[config.mk]
export PLATFORM = sky130hd
export DESIGN_NAME = cpp_fifo
export DESIGN_NICKNAME = d
export VERILOG_FILES = /design/src/hw/rtl/cpp_fifo.sv
export SDC_FILE = /design/constraint.sdc
export NUM_CORES = 1
export LEC_CHECK = 0
export BUFFER_PORTS_ARGS = -buffer_cell sky130_fd_sc_hd__buf_2
export CAP_MARGIN = 20
export CORE_AREA = 10 10 93 95
export CTS_CLUSTER_DIAMETER = 80
export DETAILED_ROUTE_END_ITERATION = 8
export DIE_AREA = 0 0 103 105
export HOLD_SLACK_MARGIN = 0.1
export PLACE_DENSITY = 0.39
export SYNTH_ARGS = -nofsm -noshare
export SYNTH_HDL_FRONTEND = slang
export SYNTH_SLANG_ARGS = --single-unit
[constraint.sdc]
create_clock -name clock -period 3.7 [get_ports clock]
set_clock_uncertainty 0.1 [all_clocks]
set_input_delay 0.74 -clock clock [delete_from_list [all_inputs] [get_ports clock]]
set_output_delay 0.74 -clock clock [all_outputs]
set_load 0.01 [all_outputs]
[src/hw/rtl/cpp_fifo.sv]
// ----------------------------------------------------------------------------
// cpp fifo
// small first-in first-out queue held in flip-flops
// ----------------------------------------------------------------------------
`default_nettype none

module cpp_fifo #(
   parameter int WIDTH = 8,
   parameter int DEPTH = 4
) (
   input  logic             clock,
   input  logic             reset,
   input  logic             push,
   input  logic [WIDTH-1:0] wdata,
   output logic             full,
   input  logic             pop,
   output logic [WIDTH-1:0] rdata,
   output logic             empty
);
   localparam int AW = $clog2(DEPTH);

   logic [WIDTH-1:0] mem_ff [DEPTH];
   logic [AW-1:0]    wr_ptr_ff, wr_ptr_in;
   logic [AW-1:0]    rd_ptr_ff, rd_ptr_in;
   logic [AW:0]      count_ff, count_in;
   logic             do_push, do_pop;

   assign full    = (count_ff == (AW+1)'(DEPTH));
   assign empty   = (count_ff == '0);
   assign do_push = push && !full;
   assign do_pop  = pop && !empty;
   assign rdata   = mem_ff[rd_ptr_ff];

   always_comb begin
      wr_ptr_in = wr_ptr_ff;
      rd_ptr_in = rd_ptr_ff;
      // pointers wrap at the last entry
      if (do_push) begin
         wr_ptr_in = (wr_ptr_ff == AW'(DEPTH - 1)) ? '0 : AW'(wr_ptr_ff + 1'b1);
      end
      if (do_pop) begin
         rd_ptr_in = (rd_ptr_ff == AW'(DEPTH - 1)) ? '0 : AW'(rd_ptr_ff + 1'b1);
      end
      count_in  = count_ff;
      if (do_push && !do_pop) begin
         count_in = count_ff + 1'b1;
      end else if (do_pop && !do_push) begin
         count_in = count_ff - 1'b1;
      end
   end

   always_ff @(posedge clock) begin
      if (reset) begin
         wr_ptr_ff <= '0;
         rd_ptr_ff <= '0;
         count_ff  <= '0;
      end else begin
         wr_ptr_ff <= wr_ptr_in;
         rd_ptr_ff <= rd_ptr_in;
         count_ff  <= count_in;
      end
   end

   always_ff @(posedge clock) begin
      if (do_push) begin
         mem_ff[wr_ptr_ff] <= wdata;
      end
   end

endmodule

`default_nettype wire

==> flow_results.xml <==
<?xml version="1.0" encoding="UTF-8"?>
<metrics>
  <group name="outcome">
    <metric name="result_of_the_run" unit="">complete, no violations</metric>
  </group>
  <group name="synthesis">
    <metric name="ys_seq_area_share" unit="%">69.4</metric>
    <metric name="post_synth_net_total" unit="">111</metric>
    <metric name="synth_largest_area_cell" unit="">sky130_fd_sc_hd__edfxtp_1</metric>
    <metric name="post_synth_inst_count" unit="">92</metric>
    <metric name="synth_cell_types" unit="">26</metric>
    <metric name="synth_area_per_cell" unit="um2">17.9</metric>
    <metric name="asyncSetResetFlopFracSynth" unit="%">0</metric>
    <metric name="synth_top_area_share" unit="%">58.4</metric>
    <metric name="number_of_enable_type_register_cells_in_the_synthesized_netlist" unit="">32</metric>
    <metric name="yosys_warnings" unit="">0</metric>
    <metric name="synth_area_leaders" unit="">sky130_fd_sc_hd__edfxtp_1 58%, sky130_fd_sc_hd__dfxtp_1 11%, sky130_fd_sc_hd__mux4_2 11%</metric>
    <metric name="synth_top_flop_cell" unit="">sky130_fd_sc_hd__edfxtp_1</metric>
    <metric name="synth_area" unit="um2">1650</metric>
    <metric name="synth.ff_latch_count" unit="">41</metric>
  </group>
  <group name="floorplan">
    <metric name="floorplan.core_area" unit="um2">6760</metric>
    <metric name="die_h" unit="um">105</metric>
    <metric name="initial_core_util" unit="%">24.4</metric>
    <metric name="io_pins" unit="">22</metric>
    <metric name="placement_rows" unit="">30</metric>
    <metric name="floorplan.die.width" unit="um">103</metric>
    <metric name="die-area" unit="um2">10800</metric>
  </group>
  <group name="power_and_ir_drop">
    <metric name="power_per_cell_area" unit="nW/um2">659</metric>
    <metric name="vdd.ir_drop.worst" unit="mV">0.221</metric>
    <metric name="leakage" unit="uW">0.000703</metric>
  </group>
  <group name="cells_and_area">
    <metric name="nFillCells" unit="">700</metric>
    <metric name="final_layout_size_suffix_gt1_share" unit="%">39.3</metric>
    <metric name="nets" unit="">135</metric>
    <metric name="finalInstanceArea" unit="um2">1950</metric>
    <metric name="final_cell_mix" unit="">32 x sky130_fd_sc_hd__edfxtp_1, 21 x sky130_fd_sc_hd__buf_2, 9 x sky130_fd_sc_hd__dfxtp_1</metric>
    <metric name="area_growth_syn_to_layout" unit="%">18.3</metric>
    <metric name="antenna-diode-count" unit="">0</metric>
    <metric name="final_common_cell" unit="">sky130_fd_sc_hd__edfxtp_1</metric>
  </group>
  <group name="clock_network">
    <metric name="tritoncts" unit="">built</metric>
    <metric name="clk-insertion-delay-late" unit="ps">290</metric>
    <metric name="postCtsResizedCells" unit="">0</metric>
    <metric name="post_cts_setup_bufs" unit="">0</metric>
    <metric name="ctsHoldBuffers" unit="">0</metric>
    <metric name="worst_setup_hold_path_clk_slew" unit="ps">80</metric>
    <metric name="cts_h_tree_depth" unit="">2</metric>
    <metric name="clock-sinks" unit="">41</metric>
    <metric name="tritoncts.num_buffers" unit="">5</metric>
    <metric name="max-clock-path-buffers" unit="">2</metric>
    <metric name="root_buffer_master" unit="">sky130_fd_sc_hd__clkbuf_8</metric>
  </group>
  <group name="sta">
    <metric name="post-route-min-period" unit="ps">2600</metric>
    <metric name="max_freq" unit="MHz">385</metric>
    <metric name="period_share" unit="%">70.1</metric>
    <metric name="slew_viol_final" unit="">0</metric>
    <metric name="hold_viol" unit="">0</metric>
    <metric name="worstMarginPinSlew" unit="ps">606</metric>
    <metric name="setup-violations-final" unit="">0</metric>
    <metric name="tns" unit="ps">0</metric>
    <metric name="setup_repair_after_global_routing_missed_its_margin" unit="">false</metric>
    <metric name="maxSlewHeadroom" unit="%">59.5</metric>
  </group>
  <group name="detailed_routing">
    <metric name="vias" unit="">837</metric>
    <metric name="first_iter_violations" unit="">36</metric>
    <metric name="post_drt_via_cell_ratio" unit="">4.25</metric>
    <metric name="drc" unit="">0</metric>
    <metric name="detail_route_antenna_nets" unit="">0</metric>
    <metric name="detailedRoute.firstPassIterationCount" unit="">3</metric>
    <metric name="detail_route.wl_per_cell" unit="um">15.6</metric>
    <metric name="routed_wl" unit="um">3080</metric>
  </group>
  <group name="worst_setup_path">
    <metric name="worstSetupStartpointType" unit="">flip-flop</metric>
    <metric name="capturing_element_type_of_the_critical_path" unit="">primary output</metric>
    <metric name="path_class" unit="">flip-flop to primary output</metric>
    <metric name="cp.required" unit="ps">2860</metric>
    <metric name="worstPathMaxFanout" unit="">8</metric>
    <metric name="arrival_time_of_data_at_the_critical_path_endpoint" unit="ps">1760</metric>
  </group>
  <group name="place">
    <metric name="buffer_ports.inserted" unit="">21</metric>
    <metric name="final_gp_congestion" unit="">0.734</metric>
    <metric name="post_dp_cell_area" unit="um2">1830</metric>
    <metric name="post-dp-hpwl" unit="um">2210</metric>
  </group>
  <group name="global_route">
    <metric name="antenna_found_initial" unit="">0</metric>
    <metric name="grt_pass1_wl" unit="um">4920</metric>
    <metric name="grt_start_max_net_pins" unit="">14</metric>
    <metric name="global_route.overflow_total" unit="">0</metric>
    <metric name="grt_use_total" unit="%">6.12</metric>
    <metric name="grt_pass1_vias" unit="">945</metric>
  </group>
  <group name="min_path">
    <metric name="hold_path.class" unit="">flip-flop to flip-flop</metric>
  </group>
  <group name="flow_run">
    <metric name="timing.max_cap.violations" unit="">0</metric>
  </group>
</metrics>
power by group:
part | internal (uW) | switching, uW
clock | 219 | 150
sequential | 561 | 56.9
combinational | 150 | 145
registers in the layout, indices dropped and copies added (netlist names), named ones only:
| name | cells |
|---|---|
| wr_ptr_ff | 2 |
| rd_ptr_ff | 2 |
| count_ff | 3 |
| mem_ff | 32 |
critical path, stage by stage (launching register included):
cell                      delay (ps)
sky130_fd_sc_hd__dfxtp_1         710
sky130_fd_sc_hd__mux4_2          590
sky130_fd_sc_hd__buf_2           160
cells in the mapped netlist, types with 2 or more instances:
| cell type | count |
|---|---|
| sky130_fd_sc_hd__edfxtp_1 | 32 |
| sky130_fd_sc_hd__dfxtp_1 | 9 |
| sky130_fd_sc_hd__mux4_2 | 8 |
| sky130_fd_sc_hd__ha_1 | 6 |
| sky130_fd_sc_hd__and3_2 | 4 |
| sky130_fd_sc_hd__inv_1 | 4 |
| sky130_fd_sc_hd__a21oi_1 | 3 |
| sky130_fd_sc_hd__nor2_1 | 3 |
| sky130_fd_sc_hd__mux2i_1 | 2 |
| sky130_fd_sc_hd__nand3_1 | 2 |
| sky130_fd_sc_hd__nor3_1 | 2 |
| sky130_fd_sc_hd__o31ai_2 | 2 |
| sky130_fd_sc_hd__xor2_1 | 2 |
through the flow:
step / hold slack [ps] / cells / utilization (%) / worst slack, ps / power, uW
floorplan: 363 / 92 / - / 1360 / 830
global placement: 372 / 189 / 27.0 / 1160 / 924
detailed placement: 392 / 189 / 27.0 / 1040 / 937
CTS: 403 / 197 / 28.8 / 1020 / 1310
global route: 445 / 197 / 28.8 / 959 / 1370
finish: 400 / 197 / 28.8 / 1100 / 1280
final cells by class:
type                            count  area [um2]  share of cell area, %
Sequential cell                    41        1140                   58.6
Multi-Input combinational cell     42         457                   23.5
Inverter                            5        23.8                   1.22
Tap cell                           80         100                   5.14
Timing Repair Buffer               21         105                   5.40
Clock buffer                        6        82.6                   4.24
Clock inverter                      2        37.5                   1.93
final timing paths:
kind | depth (start not counted) | startpoint | end | slack [ps]
max | 2 | flip-flop | rdata[7] | 1100
min | 2 | rd_ptr_ff[0] | rd_ptr_ff[0] | 400
max reg2reg | 9 | count_ff[0] | count_ff[2] | 1130
min reg2reg | 2 | rd_ptr_ff[0] | rd_ptr_ff[0] | 400
routing by layer:
layer | global-route usage, % | wire length [um] | vias up
met5 | 0 | 0 | -
met4 | 2.98 | 50 | 0
met3 | 2.83 | 204 | 5
met2 | 9.29 | 1460 | 20
met1 | 7.07 | 1360 | 414
li1 | - | - | 398
cells by family (layout without fill, tap and decap cells):
kind of cell    Yosys count  after routing  synth area share (%)
compound gates            7              7                  3.04
xor+xnor                  2              2                  1.06
fa+ha+maj                 7              7                  5.78
buf+inv                   9             34                  2.89
flops                    41             41                  69.4
mux                      10             10                  12.2
simple gates             16             16                  5.70
(Power assumes the default switching activity.)
